`src/design/u16u8_pkg.sv`:
```
// types, constants and the utf-8 encoder shared by the transcoder files
package u16u8_pkg;

   localparam int QueueDepthDefault = 2;

   localparam logic [15:0] HighFirst = 16'hD800;
   localparam logic [15:0] HighLast  = 16'hDBFF;
   localparam logic [15:0] LowFirst  = 16'hDC00;
   localparam logic [15:0] LowLast   = 16'hDFFF;

   localparam logic [20:0] SuppBase = 21'h10000;
   localparam logic [20:0] Limit1   = 21'h00080;
   localparam logic [20:0] Limit2   = 21'h00800;
   localparam logic [20:0] Limit3   = 21'h10000;

   localparam logic [7:0] Lead2 = 8'hC0;
   localparam logic [7:0] Lead3 = 8'hE0;
   localparam logic [7:0] Lead4 = 8'hF0;
   localparam logic [7:0] Cont  = 8'h80;

   localparam int SeqBytes = 4;
   localparam int JobBytes = 6;

   typedef struct packed {
      logic [SeqBytes-1:0][7:0] seq;
      logic [2:0]               len;
   } utf8_seq_type;

   typedef struct packed {
      logic [JobBytes-1:0][7:0] seq;
      logic [2:0]               len;
      logic                     string_last;
   } job_type;

   function automatic utf8_seq_type encode(input logic [20:0] cp);
      utf8_seq_type r;
      r = '0;
      if (cp < Limit1) begin
         r.seq[0] = cp[7:0];
         r.len    = 3'd1;
      end else if (cp < Limit2) begin
         r.seq[0] = Lead2 | {3'b000, cp[10:6]};
         r.seq[1] = Cont | {2'b00, cp[5:0]};
         r.len    = 3'd2;
      end else if (cp < Limit3) begin
         r.seq[0] = Lead3 | {4'b0000, cp[15:12]};
         r.seq[1] = Cont | {2'b00, cp[11:6]};
         r.seq[2] = Cont | {2'b00, cp[5:0]};
         r.len    = 3'd3;
      end else begin
         r.seq[0] = Lead4 | {5'b00000, cp[20:18]};
         r.seq[1] = Cont | {2'b00, cp[17:12]};
         r.seq[2] = Cont | {2'b00, cp[11:6]};
         r.seq[3] = Cont | {2'b00, cp[5:0]};
         r.len    = 3'd4;
      end
      return r;
   endfunction

endpackage

```
`src/design/u16u8_chan_if.sv`:
```
// valid/ready channel interfaces for code units and utf-8 bytes
interface u16u8_req_if;
   logic        valid;
   logic        ready;
   logic [15:0] code_unit;
   logic        string_last;

   modport source (output valid, output code_unit, output string_last, input ready);
   modport sink   (input valid, input code_unit, input string_last, output ready);
endinterface

interface u16u8_rsp_if;
   logic       valid;
   logic       ready;
   logic [7:0] out_byte;
   logic       run_last;
   logic       string_end;

   modport source (output valid, output out_byte, output run_last, output string_end,
                   input ready);
   modport sink   (input valid, input out_byte, input run_last, input string_end,
                   output ready);
endinterface

```
`src/design/utf16_to_utf8_transcoder_top.sv`:
```
// utf-16 to utf-8 transcoder top level
// a unit's job is written to the queue, then loaded into the byte sender before its first byte goes out
// throughput: one byte per cycle at the output while the sink is ready; a unit causes
//   1 to 6 bytes, or none when it only holds a high surrogate
// the byte sender in the back end sets the rate; the front takes a unit per cycle while the queue is not full
// reset: synchronous, clears the pending surrogate, the queue and the byte sender
module utf16_to_utf8_transcoder_top #(
   parameter int QueueDepth = u16u8_pkg::QueueDepthDefault
) (
   input  logic        clock,
   input  logic        reset,
   u16u8_req_if.sink   req_chan,
   u16u8_rsp_if.source rsp_chan
);

   logic               push_valid;
   u16u8_pkg::job_type push_job;
   logic               q_full;
   logic               pop;
   logic               head_valid;
   u16u8_pkg::job_type head_job;

   u16u8_front u_front (
      .clock      (clock),
      .reset      (reset),
      .req_chan   (req_chan),
      .q_full     (q_full),
      .push_valid (push_valid),
      .push_job   (push_job)
   );

   u16u8_queue #(
      .Depth (QueueDepth)
   ) u_queue (
      .clock      (clock),
      .reset      (reset),
      .push_valid (push_valid),
      .push_job   (push_job),
      .full       (q_full),
      .pop        (pop),
      .head_valid (head_valid),
      .head_job   (head_job)
   );

   u16u8_back u_back (
      .clock      (clock),
      .reset      (reset),
      .head_valid (head_valid),
      .head_job   (head_job),
      .pop        (pop),
      .rsp_chan   (rsp_chan)
   );

endmodule

```
`src/design/u16u8_front.sv`:
```
// front end: takes code units, pairs surrogates and builds byte jobs
module u16u8_front (
   input  logic                 clock,
   input  logic                 reset,
   u16u8_req_if.sink            req_chan,
   input  logic                 q_full,
   output logic                 push_valid,
   output u16u8_pkg::job_type   push_job
);

   logic [9:0] held_high_ff, held_high_in;
   logic       held_valid_ff, held_valid_in;
   logic       accept;
   logic       is_high, is_low;
   logic [20:0] supp_cp;
   u16u8_pkg::utf8_seq_type pend_seq, unit_seq, supp_seq;
   u16u8_pkg::job_type      job;

   assign req_chan.ready = !q_full;
   assign accept = req_chan.valid && req_chan.ready;

   assign is_high = req_chan.code_unit inside {[u16u8_pkg::HighFirst:u16u8_pkg::HighLast]};
   assign is_low  = req_chan.code_unit inside {[u16u8_pkg::LowFirst:u16u8_pkg::LowLast]};

   assign supp_cp  = u16u8_pkg::SuppBase + {1'b0, held_high_ff, req_chan.code_unit[9:0]};
   assign supp_seq = u16u8_pkg::encode(supp_cp);
   assign pend_seq = u16u8_pkg::encode({5'b0, u16u8_pkg::HighFirst[15:10], held_high_ff});
   assign unit_seq = u16u8_pkg::encode({5'b0, req_chan.code_unit});

   always_comb begin
      job = '0;
      job.string_last = req_chan.string_last;
      held_high_in  = held_high_ff;
      held_valid_in = held_valid_ff;
      if (held_valid_ff && is_low) begin
         job.seq[3:0]  = supp_seq.seq;
         job.len       = supp_seq.len;
         held_valid_in = 1'b0;
         held_high_in  = '0;
      end else begin
         held_valid_in = is_high && !req_chan.string_last;
         held_high_in  = is_high && !req_chan.string_last ? req_chan.code_unit[9:0] : '0;
         if (held_valid_ff) begin
            // pending unit goes first, the new unit's bytes follow it unless it is held as a new high surrogate
            job.seq[2:0] = pend_seq.seq[2:0];
            job.len      = 3'd3;
            if (!held_valid_in) begin
               job.seq[5:3] = unit_seq.seq[2:0];
               job.len      = 3'd3 + unit_seq.len;
            end
         end else if (!held_valid_in) begin
            job.seq[3:0] = unit_seq.seq;
            job.len      = unit_seq.len;
         end
      end
   end

   always_ff @(posedge clock) begin
      if (reset) begin
         held_high_ff  <= '0;
         held_valid_ff <= 1'b0;
      end else if (accept) begin
         held_high_ff  <= held_high_in;
         held_valid_ff <= held_valid_in;
      end
   end

   assign push_valid = accept && (job.len != 3'd0);
   assign push_job   = job;

endmodule

```
`src/design/u16u8_queue.sv`:
```
// short job queue between front and back ends
module u16u8_queue #(
   parameter int Depth = u16u8_pkg::QueueDepthDefault
) (
   input  logic                 clock,
   input  logic                 reset,
   input  logic                 push_valid,
   input  u16u8_pkg::job_type   push_job,
   output logic                 full,
   input  logic                 pop,
   output logic                 head_valid,
   output u16u8_pkg::job_type   head_job
);

   localparam int PtrW = (Depth > 1) ? $clog2(Depth) : 1;
   localparam int CntW = $clog2(Depth + 1);

   u16u8_pkg::job_type mem_ff [Depth];
   logic [PtrW-1:0] wr_ptr_ff, wr_ptr_in;
   logic [PtrW-1:0] rd_ptr_ff, rd_ptr_in;
   logic [CntW-1:0] count_ff, count_in;
   logic            do_push, do_pop;

   assign full       = count_ff == CntW'(Depth);
   assign head_valid = count_ff != '0;
   assign head_job   = mem_ff[rd_ptr_ff];
   assign do_push    = push_valid && !full;
   assign do_pop     = pop && head_valid;

   always_comb begin
      wr_ptr_in = wr_ptr_ff;
      rd_ptr_in = rd_ptr_ff;
      count_in  = count_ff;
      if (do_push) begin
         wr_ptr_in = (wr_ptr_ff == PtrW'(Depth - 1)) ? '0 : wr_ptr_ff + 1'b1;
      end
      if (do_pop) begin
         rd_ptr_in = (rd_ptr_ff == PtrW'(Depth - 1)) ? '0 : rd_ptr_ff + 1'b1;
      end
      if (do_push && !do_pop) begin
         count_in = count_ff + 1'b1;
      end else if (do_pop && !do_push) begin
         count_in = count_ff - 1'b1;
      end
   end

   always_ff @(posedge clock) begin
      if (reset) begin
         wr_ptr_ff <= '0;
         rd_ptr_ff <= '0;
         count_ff  <= '0;
      end else begin
         wr_ptr_ff <= wr_ptr_in;
         rd_ptr_ff <= rd_ptr_in;
         count_ff  <= count_in;
      end
   end

   always_ff @(posedge clock) begin
      if (do_push) begin
         mem_ff[wr_ptr_ff] <= push_job;
      end
   end

endmodule

```
`src/design/u16u8_back.sv`:
```
// back end: sends the utf-8 bytes of the current job one per handshake
module u16u8_back (
   input  logic                 clock,
   input  logic                 reset,
   input  logic                 head_valid,
   input  u16u8_pkg::job_type   head_job,
   output logic                 pop,
   u16u8_rsp_if.source          rsp_chan
);

   u16u8_pkg::job_type cur_ff, cur_in;
   logic               busy_ff, busy_in;
   logic [2:0]         idx_ff, idx_in;
   logic               final_byte;
   logic               taken;

   assign final_byte = idx_ff == (cur_ff.len - 3'd1);
   assign taken      = busy_ff && rsp_chan.ready;
   assign pop        = head_valid && (!busy_ff || (taken && final_byte));

   assign rsp_chan.valid      = busy_ff;
   assign rsp_chan.out_byte   = cur_ff.seq[idx_ff];
   assign rsp_chan.run_last   = final_byte;
   assign rsp_chan.string_end = final_byte && cur_ff.string_last;

   always_comb begin
      cur_in  = cur_ff;
      busy_in = busy_ff;
      idx_in  = idx_ff;
      if (pop) begin
         cur_in  = head_job;
         busy_in = 1'b1;
         idx_in  = '0;
      end else if (taken) begin
         if (final_byte) begin
            busy_in = 1'b0;
         end else begin
            idx_in = idx_ff + 3'd1;
         end
      end
   end

   always_ff @(posedge clock) begin
      if (reset) begin
         busy_ff <= 1'b0;
         idx_ff  <= '0;
      end else begin
         busy_ff <= busy_in;
         idx_ff  <= idx_in;
      end
   end

   always_ff @(posedge clock) begin
      cur_ff <= cur_in;
   end

endmodule
```
`src/flat_wrapper.sv`:
```
// flat-port wrapper written by rule: the top's interface ports become plain ports
module utf16_to_utf8_transcoder_top_flat 
#(
   parameter int QueueDepth = u16u8_pkg::QueueDepthDefault
)
  (clock, reset, req_chan_valid, req_chan_code_unit, req_chan_string_last, req_chan_ready, rsp_chan_valid, rsp_chan_out_byte, rsp_chan_run_last, rsp_chan_string_end, rsp_chan_ready);
  u16u8_req_if req_chan_i ();
  u16u8_rsp_if rsp_chan_i ();
  input  logic clock;
  input  logic reset;
  input wire logic [$bits(req_chan_i.valid)-1:0] req_chan_valid;
  input wire logic [$bits(req_chan_i.code_unit)-1:0] req_chan_code_unit;
  input wire logic [$bits(req_chan_i.string_last)-1:0] req_chan_string_last;
  output wire logic [$bits(req_chan_i.ready)-1:0] req_chan_ready;
  output wire logic [$bits(rsp_chan_i.valid)-1:0] rsp_chan_valid;
  output wire logic [$bits(rsp_chan_i.out_byte)-1:0] rsp_chan_out_byte;
  output wire logic [$bits(rsp_chan_i.run_last)-1:0] rsp_chan_run_last;
  output wire logic [$bits(rsp_chan_i.string_end)-1:0] rsp_chan_string_end;
  input wire logic [$bits(rsp_chan_i.ready)-1:0] rsp_chan_ready;
  assign req_chan_i.valid = req_chan_valid;
  assign req_chan_i.code_unit = req_chan_code_unit;
  assign req_chan_i.string_last = req_chan_string_last;
  assign req_chan_ready = req_chan_i.ready;
  assign rsp_chan_valid = rsp_chan_i.valid;
  assign rsp_chan_out_byte = rsp_chan_i.out_byte;
  assign rsp_chan_run_last = rsp_chan_i.run_last;
  assign rsp_chan_string_end = rsp_chan_i.string_end;
  assign rsp_chan_i.ready = rsp_chan_ready;
  utf16_to_utf8_transcoder_top #(.QueueDepth(QueueDepth)) u_core (.clock(clock), .reset(reset), .req_chan(req_chan_i), .rsp_chan(rsp_chan_i));
endmodule
```
`config.mk`:
```
export PLATFORM = sky130hd
export DESIGN_NAME = utf16_to_utf8_transcoder_top_flat
export DESIGN_NICKNAME = d
export VERILOG_FILES = /design/src/design/u16u8_pkg.sv /design/src/design/u16u8_chan_if.sv /design/src/design/utf16_to_utf8_transcoder_top.sv /design/src/design/u16u8_front.sv /design/src/design/u16u8_queue.sv /design/src/design/u16u8_back.sv /design/src/flat_wrapper.sv
export SDC_FILE = /design/constraint.sdc
export NUM_CORES = 1
export LEC_CHECK = 0
export BUFFER_PORTS_ARGS = -buffer_cell sky130_fd_sc_hd__buf_2
export CELL_PAD_IN_SITES_DETAIL_PLACEMENT = 1
export CELL_PAD_IN_SITES_GLOBAL_PLACEMENT = 1
export CORE_ASPECT_RATIO = 1.4
export CORE_UTILIZATION = 51
export DETAILED_ROUTE_END_ITERATION = 6
export PLACE_DENSITY = 0.79
export SLEW_MARGIN = 20
export SYNTH_ARGS = -nofsm -noshare
export SYNTH_HDL_FRONTEND = slang
export SYNTH_SLANG_ARGS = --single-unit
export TNS_END_PERCENT = 5
```
`constraint.sdc`:
```
create_clock -name clock -period 4.7 [get_ports clock]
set_input_delay 0.235 -clock clock [delete_from_list [all_inputs] [get_ports clock]]
set_output_delay 0.235 -clock clock [all_outputs]
set_load 0.05 [all_outputs]
```
==> results of run 1 <==
## through the flow
step	hold WS, ns	setup slack, ns
after floorplan	0.3339	0.9886
after global placement	0.4629	1.973
after detailed placement	0.4672	1.823
after CTS	0.02065	1.791
after global routing	0.02901	1.578
final	0.03272	1.727
## Yosys cell counts, types with 9 or more instances
master,n
mux2_2,49
nor2_1,45
a22oi_1,9
nand3_1,11
inv_1,13
clkbuf_1,15
and3_1,12
nand2_1,35
dfxtp_1,19
a21oi_1,30
o22ai_1,10
edfxtp_1,144
o21ai_0,9
buf_2,13
## layer usage
metal / GRT usage [%] / part of all wire (%) / up-vias
met5: 0 / 0 / -
met1: 32.74 / 41 / 2380
li1: - / - / 2108
met4: 11.56 / 3.1 / 0
met2: 46.39 / 52 / 186
met3: 4.737 / 4.7 / 44
## worst max path at each step
stage          slack, ns                            to  cells after the start
2_1_floorplan       0.99   u_core.u_queue.mem_ff[0][0]                      4
3_3_place_gp        1.97  u_core.u_queue.mem_ff[0][17]                      6
3_5_place_dp        1.82  u_core.u_queue.mem_ff[0][17]                      6
4_1_cts             1.79  u_core.u_queue.mem_ff[1][17]                      6
5_1_grt             1.58  u_core.u_queue.mem_ff[0][17]                      6
6_report            1.73  u_core.u_queue.mem_ff[1][17]                      6
## layout make-up
type	instances	share of cell area, %
clock buffers	17	5.161
flip-flops and latches	163	57.09
inverters	14	0.6375
repair buffers	38	2.489
multi-input cells	325	29.46
clock inverters	15	2.353
well taps	185	2.808
## critical path: cells and delay by family (launching register included)
kind | cells | cell delay [ns]
DFF | 1 | 0.67
and+or+nand+nor | 2 | 0.65
AOI/OAI and AO/OA | 3 | 0.98
adders and majority gates | 1 | 0.39
## sequential cells by signal, indices dropped and copies added (netlist names)
signal                        flops
u_core.u_queue.mem_ff            96
u_core.u_back.cur_ff             48
u_core.u_front.held_high_ff      10
u_core.u_back.idx_ff              3
u_core.u_queue.count_ff           2
u_core.u_back.rsp_chan.valid      1
u_core.u_front.held_valid_ff      1
u_core.u_queue.rd_ptr_ff          1
u_core.u_queue.wr_ptr_ff          1
## cell families (layout without fill, tap and decap cells)
group,count (synthesis),in the layout,synth area share [%]
xor gates and xnor gates,10,10,1.379
DFF,163,163,64.01
muxes,64,64,10.74
buffers and inverters,53,84,3.081
AOI/OAI and AO/OA,107,107,9.874
adders and majority gates,4,4,0.6810
and+or+nand+nor,140,140,10.23
## report_power, final
group	total, uW	switching [uW]	internal [uW]
clock	1460	604	854
sequential	2080	95.5	1980
combinational	914	605	309
==> results.py, run 1 <==
metrics = {
    "clock_network": {
        "htreeDepth": 4,
        "cts_resized": 0,
        "cts_setup_buffers": 0,
        "cts.sinks": 163,
        "postCtsHoldBufs": 0,
        "clock_latency_ns": 0.43,
        "cts_root_buf": "clkbuf_16",
        "clock_path_buffers": 2,
        "cts_tree": "done",
        "path_clk_slew_ns": 0.07,
        "numCtsBuffers": 17,
    },
    "critical_path": {
        "cp_cell_sequence": "ha_1 > nor2_1 > o211a_2 > a21o_1 > a311oi_1 > or3_1",
        "worst_r2r_endpoint": "u_core.u_queue.mem_ff[1][17]",
        "worst_ep_required_time_ns": 4.86,
        "slowest_stage": "dfxtp_1",
        "timing.reg2reg.setup_slack_ns": 1.73,
        "r2r.worst_path.cells": 6,
        "max_stage_delay_ns": 0.67,
        "crit_path_end_kind": "register",
        "start_kind": "register",
        "critical_path_arrival_ns": 3.13,
        "r2r-start": "u_core.u_front.held_high_ff[6]",
        "cp-startpoint": "u_core.u_front.held_high_ff[6]",
        "crit_type": "register to register",
        "path_max_fanout": 16,
    },
    "finish": {
        "drive_gt1_share_pct": 24.48,
        "diodes": 0,
        "final_cell_mix": "144 x edfxtp_1, 49 x mux2_2, 44 x nor2_1, 35 x nand2_1, 32 x buf_2",
        "layout_commonest_cell": "edfxtp_1",
        "fill_cells": 1329,
        "final_cell_count_no_fill": 757,
        "design_area_um2": 8243,
        "nNetsFinal": 584,
        "regArea_um2": 4706,
        "final_util_pct": 58.98,
        "area_growth_pct": 12.16,
        "multiInputGateArea_um2": 2429,
    },
    "floorplanning": {
        "io_pins": 33,
        "initial_core_util_pct": 52.59,
        "die_h_um": 144.0,
        "die-area_um2": 14900,
        "core-area_um2": 13970,
        "die_x_um": 103.5,
        "num_rows": 51,
    },
    "yosys": {
        "syn_area_um2": 7350,
        "synth_ff_type": "edfxtp_1",
        "synth-edff-count": 144,
        "ys_async_sr_fraction_pct": 0,
        "yosysWarnings": 0,
        "synth.net_count": 566,
        "ys_ff_latch": 163,
        "ys_top_cells_by_area": "edfxtp_1 59%, mux2_2 7.5%, dfxtp_1 5.2%, nor2_1 2.3%, mux4_2 2.1%",
        "postSynthAreaPerCell_um2": 13.59,
        "ys_types": 63,
        "yosysSeqAreaShare_pct": 64.01,
        "synthCells": 541,
        "yosysTopAreaCellShare_pct": 58.84,
        "synth_area_leader_cell": "edfxtp_1",
    },
    "sta": {
        "fin_crit_sh_pct": 63.25,
        "hold_viol": 0,
        "min_period_ns": 2.973,
        "setup_tns_ns": 0,
        "fin_skew_ns": 0.01255,
        "rsz0062_at_grt": "false",
        "worst_pin_slew_ns": 1.090,
        "slew_headroom_pct": 27.04,
        "setup_viol": 0,
        "fmax_mhz": 336.4,
        "drv_slew": 0,
    },
    "place": {
        "gp_congestion": 0.9907,
        "place.port_buffers": 32,
        "hpwl_um": 12660,
        "dp.cells": 725,
        "post_dp_cell_area_um2": 7624,
    },
    "status": {
        "outcome": "finished, final reports clean",
    },
    "detailed_routing": {
        "route.detailed.drc": 0,
        "ant_nets": 0,
        "via_per_inst": 6.232,
        "drtIter0Drc": 356,
        "drt-wirelength-per-cell_um": 24.58,
        "dr.pass1.iters": 5,
        "vias": 4718,
        "wl_um": 18610,
    },
    "grt": {
        "grt_overflow_total": 0,
        "antenna_found_initial": 0,
        "grt_use_total_pct": 26.89,
        "grt_pass1_wl_um": 28450,
        "grt_max_degree": 51,
        "grt_pass1_vias": 5001,
    },
    "power_and_ir_drop": {
        "ir_drop_v": 0.0002699,
        "p_total_uw": 4447,
        "p_per_area_nw_per_um2": 539.6,
        "power.leakage_uw": 0.002842,
    },
    "min_path": {
        "hold_end": "u_core.u_queue.mem_ff[0][0]",
        "hold_depth": 1,
        "min_from": "req_chan_string_last",
        "hold_class": "primary input to register",
    },
    "run": {
        "maxCapViolations": 0,
    },
}
Note: power is estimated with default switching activity, not from simulation.
==> inputs of run 2 (changes only) <==
ABC_AREA = 1   (was unset)
CORE_UTILIZATION = 49   (was 51)
PLACE_DENSITY = 0.8   (was 0.79)
clock period = 3.1 ns   (was 4.7 ns; I/O delays follow)
==> results.py, run 2 <==
metrics = {
    "sta": {
        "fmax_mhz": 354.1,
        "min_period_ns": 2.824,
        "fin_skew_ns": 0.01437,
        "worst_pin_slew_ns": 0.9127,
        "setup_tns_ns": 0,
        "rsz0062_at_grt": "false",
        "drv_slew": 0,
        "fin_crit_sh_pct": 91.09,
        "setup_viol": 0,
        "hold_viol": 0,
        "slew_headroom_pct": 38.93,
    },
    "yosys": {
        "postSynthAreaPerCell_um2": 10.06,
        "ys_types": 41,
        "synth.net_count": 755,
        "yosysSeqAreaShare_pct": 64.09,
        "synth_ff_type": "edfxtp_1",
        "yosysWarnings": 0,
        "ys_async_sr_fraction_pct": 0,
        "synth_area_leader_cell": "edfxtp_1",
        "ys_top_cells_by_area": "edfxtp_1 59%, nand2_1 12%, dfxtp_1 5.2%, nor2_1 3.6%, o21ai_0 2.9%",
        "yosysTopAreaCellShare_pct": 58.91,
        "synthTopCellsByCount": "236 x nand2_1, 144 x edfxtp_1, 70 x nor2_1",
        "syn_area_um2": 7341,
        "synthCells": 730,
        "yosys.cell_count.top_type": "nand2_1",
        "ys_ff_latch": 163,
        "synth-edff-count": 144,
    },
    "power_and_ir_drop": {
        "power.leakage_uw": 0.003293,
        "ir_drop_v": 0.0005744,
        "p_per_area_nw_per_um2": 892.5,
        "p_total_uw": 7478,
    },
    "floorplanning": {
        "die-area_um2": 15480,
        "io_pins": 33,
        "core-area_um2": 14570,
        "die_x_um": 105.4,
        "die_h_um": 146.8,
        "num_rows": 52,
        "initial_core_util_pct": 50.37,
    },
    "finish": {
        "area_growth_pct": 14.15,
        "layout_commonest_cell": "nand2_1",
        "diodes": 0,
        "fill_cells": 1606,
        "nNetsFinal": 793,
        "largest_registers": "u_core.u_queue.mem_ff: 96 flops, u_core.u_back.cur_ff: 48 flops, u_core.u_front.held_high_ff: 10 flops",
        "max_flop_register": "u_core.u_queue.mem_ff",
        "final_util_pct": 57.49,
        "regArea_um2": 4705,
        "final_cell_mix": "236 x nand2_1, 144 x edfxtp_1, 69 x nor2_1, 46 x inv_1, 43 x o21ai_0",
        "multiInputGateArea_um2": 2301,
        "drive_gt1_share_pct": 13.96,
        "largest_reg_flops": 96,
    },
    "clock_network": {
        "cts_tree": "done",
        "clock_path_buffers": 2,
        "path_clk_slew_ns": 0.07,
        "htreeDepth": 4,
        "clock_latency_ns": 0.43,
        "numCtsBuffers": 17,
        "cts.sinks": 163,
        "cts_setup_buffers": 0,
        "cts_root_buf": "clkbuf_16",
    },
    "detailed_routing": {
        "wl_um": 21870,
        "route.detailed.drc": 0,
        "ant_nets": 0,
        "dr.pass1.iters": 5,
        "drt-wirelength-per-cell_um": 22.55,
        "via_per_inst": 5.688,
        "drtIter0Drc": 354,
        "vias": 5517,
    },
    "critical_path": {
        "worst_ep_required_time_ns": 3.42,
        "critical_path_arrival_ns": 3.15,
        "cp_cell_sequence": "ha_1 > inv_1 > nand2_1 > nand2_1 > nor2_1 > nand4_1 > nand3_1 > nand2_1 > nand2_2 > nand2_1 > inv_1 > ha_1 > a21oi_1 > o21ai_0 > o21ai_0 > a21oi_1",
        "crit_path_frequent_cell": "nand2_1",
        "max_stage_delay_ns": 0.53,
        "timing.reg2reg.setup_slack_ns": 0.28,
        "start_kind": "register",
        "crit_type": "register to register",
        "crit_path_end_kind": "register",
        "path_max_fanout": 8,
        "slowest_stage": "dfxtp_1",
    },
    "run": {
        "maxCapViolations": 0,
    },
    "grt": {
        "grt_overflow_total": 0,
        "grt_pass1_vias": 5915,
        "grt_use_total_pct": 29.63,
        "antenna_found_initial": 0,
        "grt_pass1_wl_um": 33760,
        "grt_max_degree": 50,
    },
    "place": {
        "gp_congestion": 0.9190,
        "hpwl_um": 15360,
        "place.port_buffers": 32,
    },
    "status": {
        "outcome": "finished, final reports clean",
    },
    "min_path": {
        "hold_class": "primary input to register",
    },
}
==> run 2: changes by cell type in the layout (fill, tap and decap cells not counted), sizes merged, moves of 7 or more <==
cell,previous run,this run
mux2i,8,0
mux2,49,0
inv,21,60
nor2,45,78
and3,12,0
mux4,7,0
nand2,36,244
o21ai,12,50
==> run 2: cells by family (layout without fill, tap and decap cells) <==
kind of cell,Yosys count,after routing,synth area share [%]
flops,163,163,64.09
fa+ha+maj,4,4,0.6818
compound gates,132,132,10.86
simple gates,342,342,19.23
buf+inv,85,136,4.670
xor+xnor,4,4,0.4773
==> run 2: final timing paths <==
| kind | endpoint | cells past startpoint | startpoint |
|---|---|---|---|
| worst max register to register | u_core.u_queue.count_ff[1] | 16 | u_core.u_front.held_high_ff[6] |
| worst min-delay path | u_core.u_front.held_high_ff[1] | 3 | req_chan_code_unit[1] |
| worst min register to register | u_core.u_queue.count_ff[1] | 2 | u_core.u_queue.count_ff[1] |
| worst max-delay path | u_core.u_queue.count_ff[1] | 16 | u_core.u_front.held_high_ff[6] |
==> run 2: metrics by stage <==
step           setup WS (ns)  instance area, um^2  instances  hold WS [ns]
2_1_floorplan         0.2511                 7348        730        0.2241
3_3_place_gp          0.3917                 7752        937        0.3946
3_5_place_dp          0.3403                 7752        937        0.3979
4_1_cts               0.2955                 8379        970      0.001841
5_1_grt              0.03151                 8379        970       0.03616
6_report              0.2761                 8379        970      0.007700
==> run 2: where the power goes <==
| group | internal (uW) | switching (uW) | total, uW | leakage, uW |
|---|---|---|---|---|
| Clock | 1300 | 939 | 2230 | 0.000304 |
| Combinational | 453 | 1480 | 1930 | 0.00151 |
| Sequential | 3120 | 192 | 3310 | 0.00148 |
| Total | 4870 | 2610 | 7480 | 0.00329 |
==> run 2: critical path, delay by kind of cell, from the launching register on <==
family,cells,cell delay (ns)
AND/OR/NAND/NOR,8,1.03
adder cells (fa/ha/maj),2,0.54
flip-flops,1,0.53
AO/OA/AOI/OAI,4,0.45
buffers and inverters,2,0.16
==> run 2: cell type report <==
cell class,count,share of cell area [%]
inverter,59,2.658
clock buffer,18,5.122
sequential,163,56.14
multi-input combinational,482,27.46
timing repair buffer,45,3.554
tap,189,2.822
clock inverter,14,2.240
==> run 2: timing repair <==
item	in CTS	in global routing
endpoints found under the hold margin	2	0
hold buffers	1	0
gates resized for setup	0	0
==> run 2: layer usage <==
layer | share of wire [%] | track usage (%) | vias to the layer above | wire [um]
met5 | 0 | 0 | - | 0
met1 | 41 | 36.57 | 2730 | 8983
li1 | - | - | 2578 | -
met2 | 52 | 52.50 | 158 | 11440
met3 | 3.2 | 3.594 | 51 | 700
met4 | 3.4 | 12.04 | 0 | 743
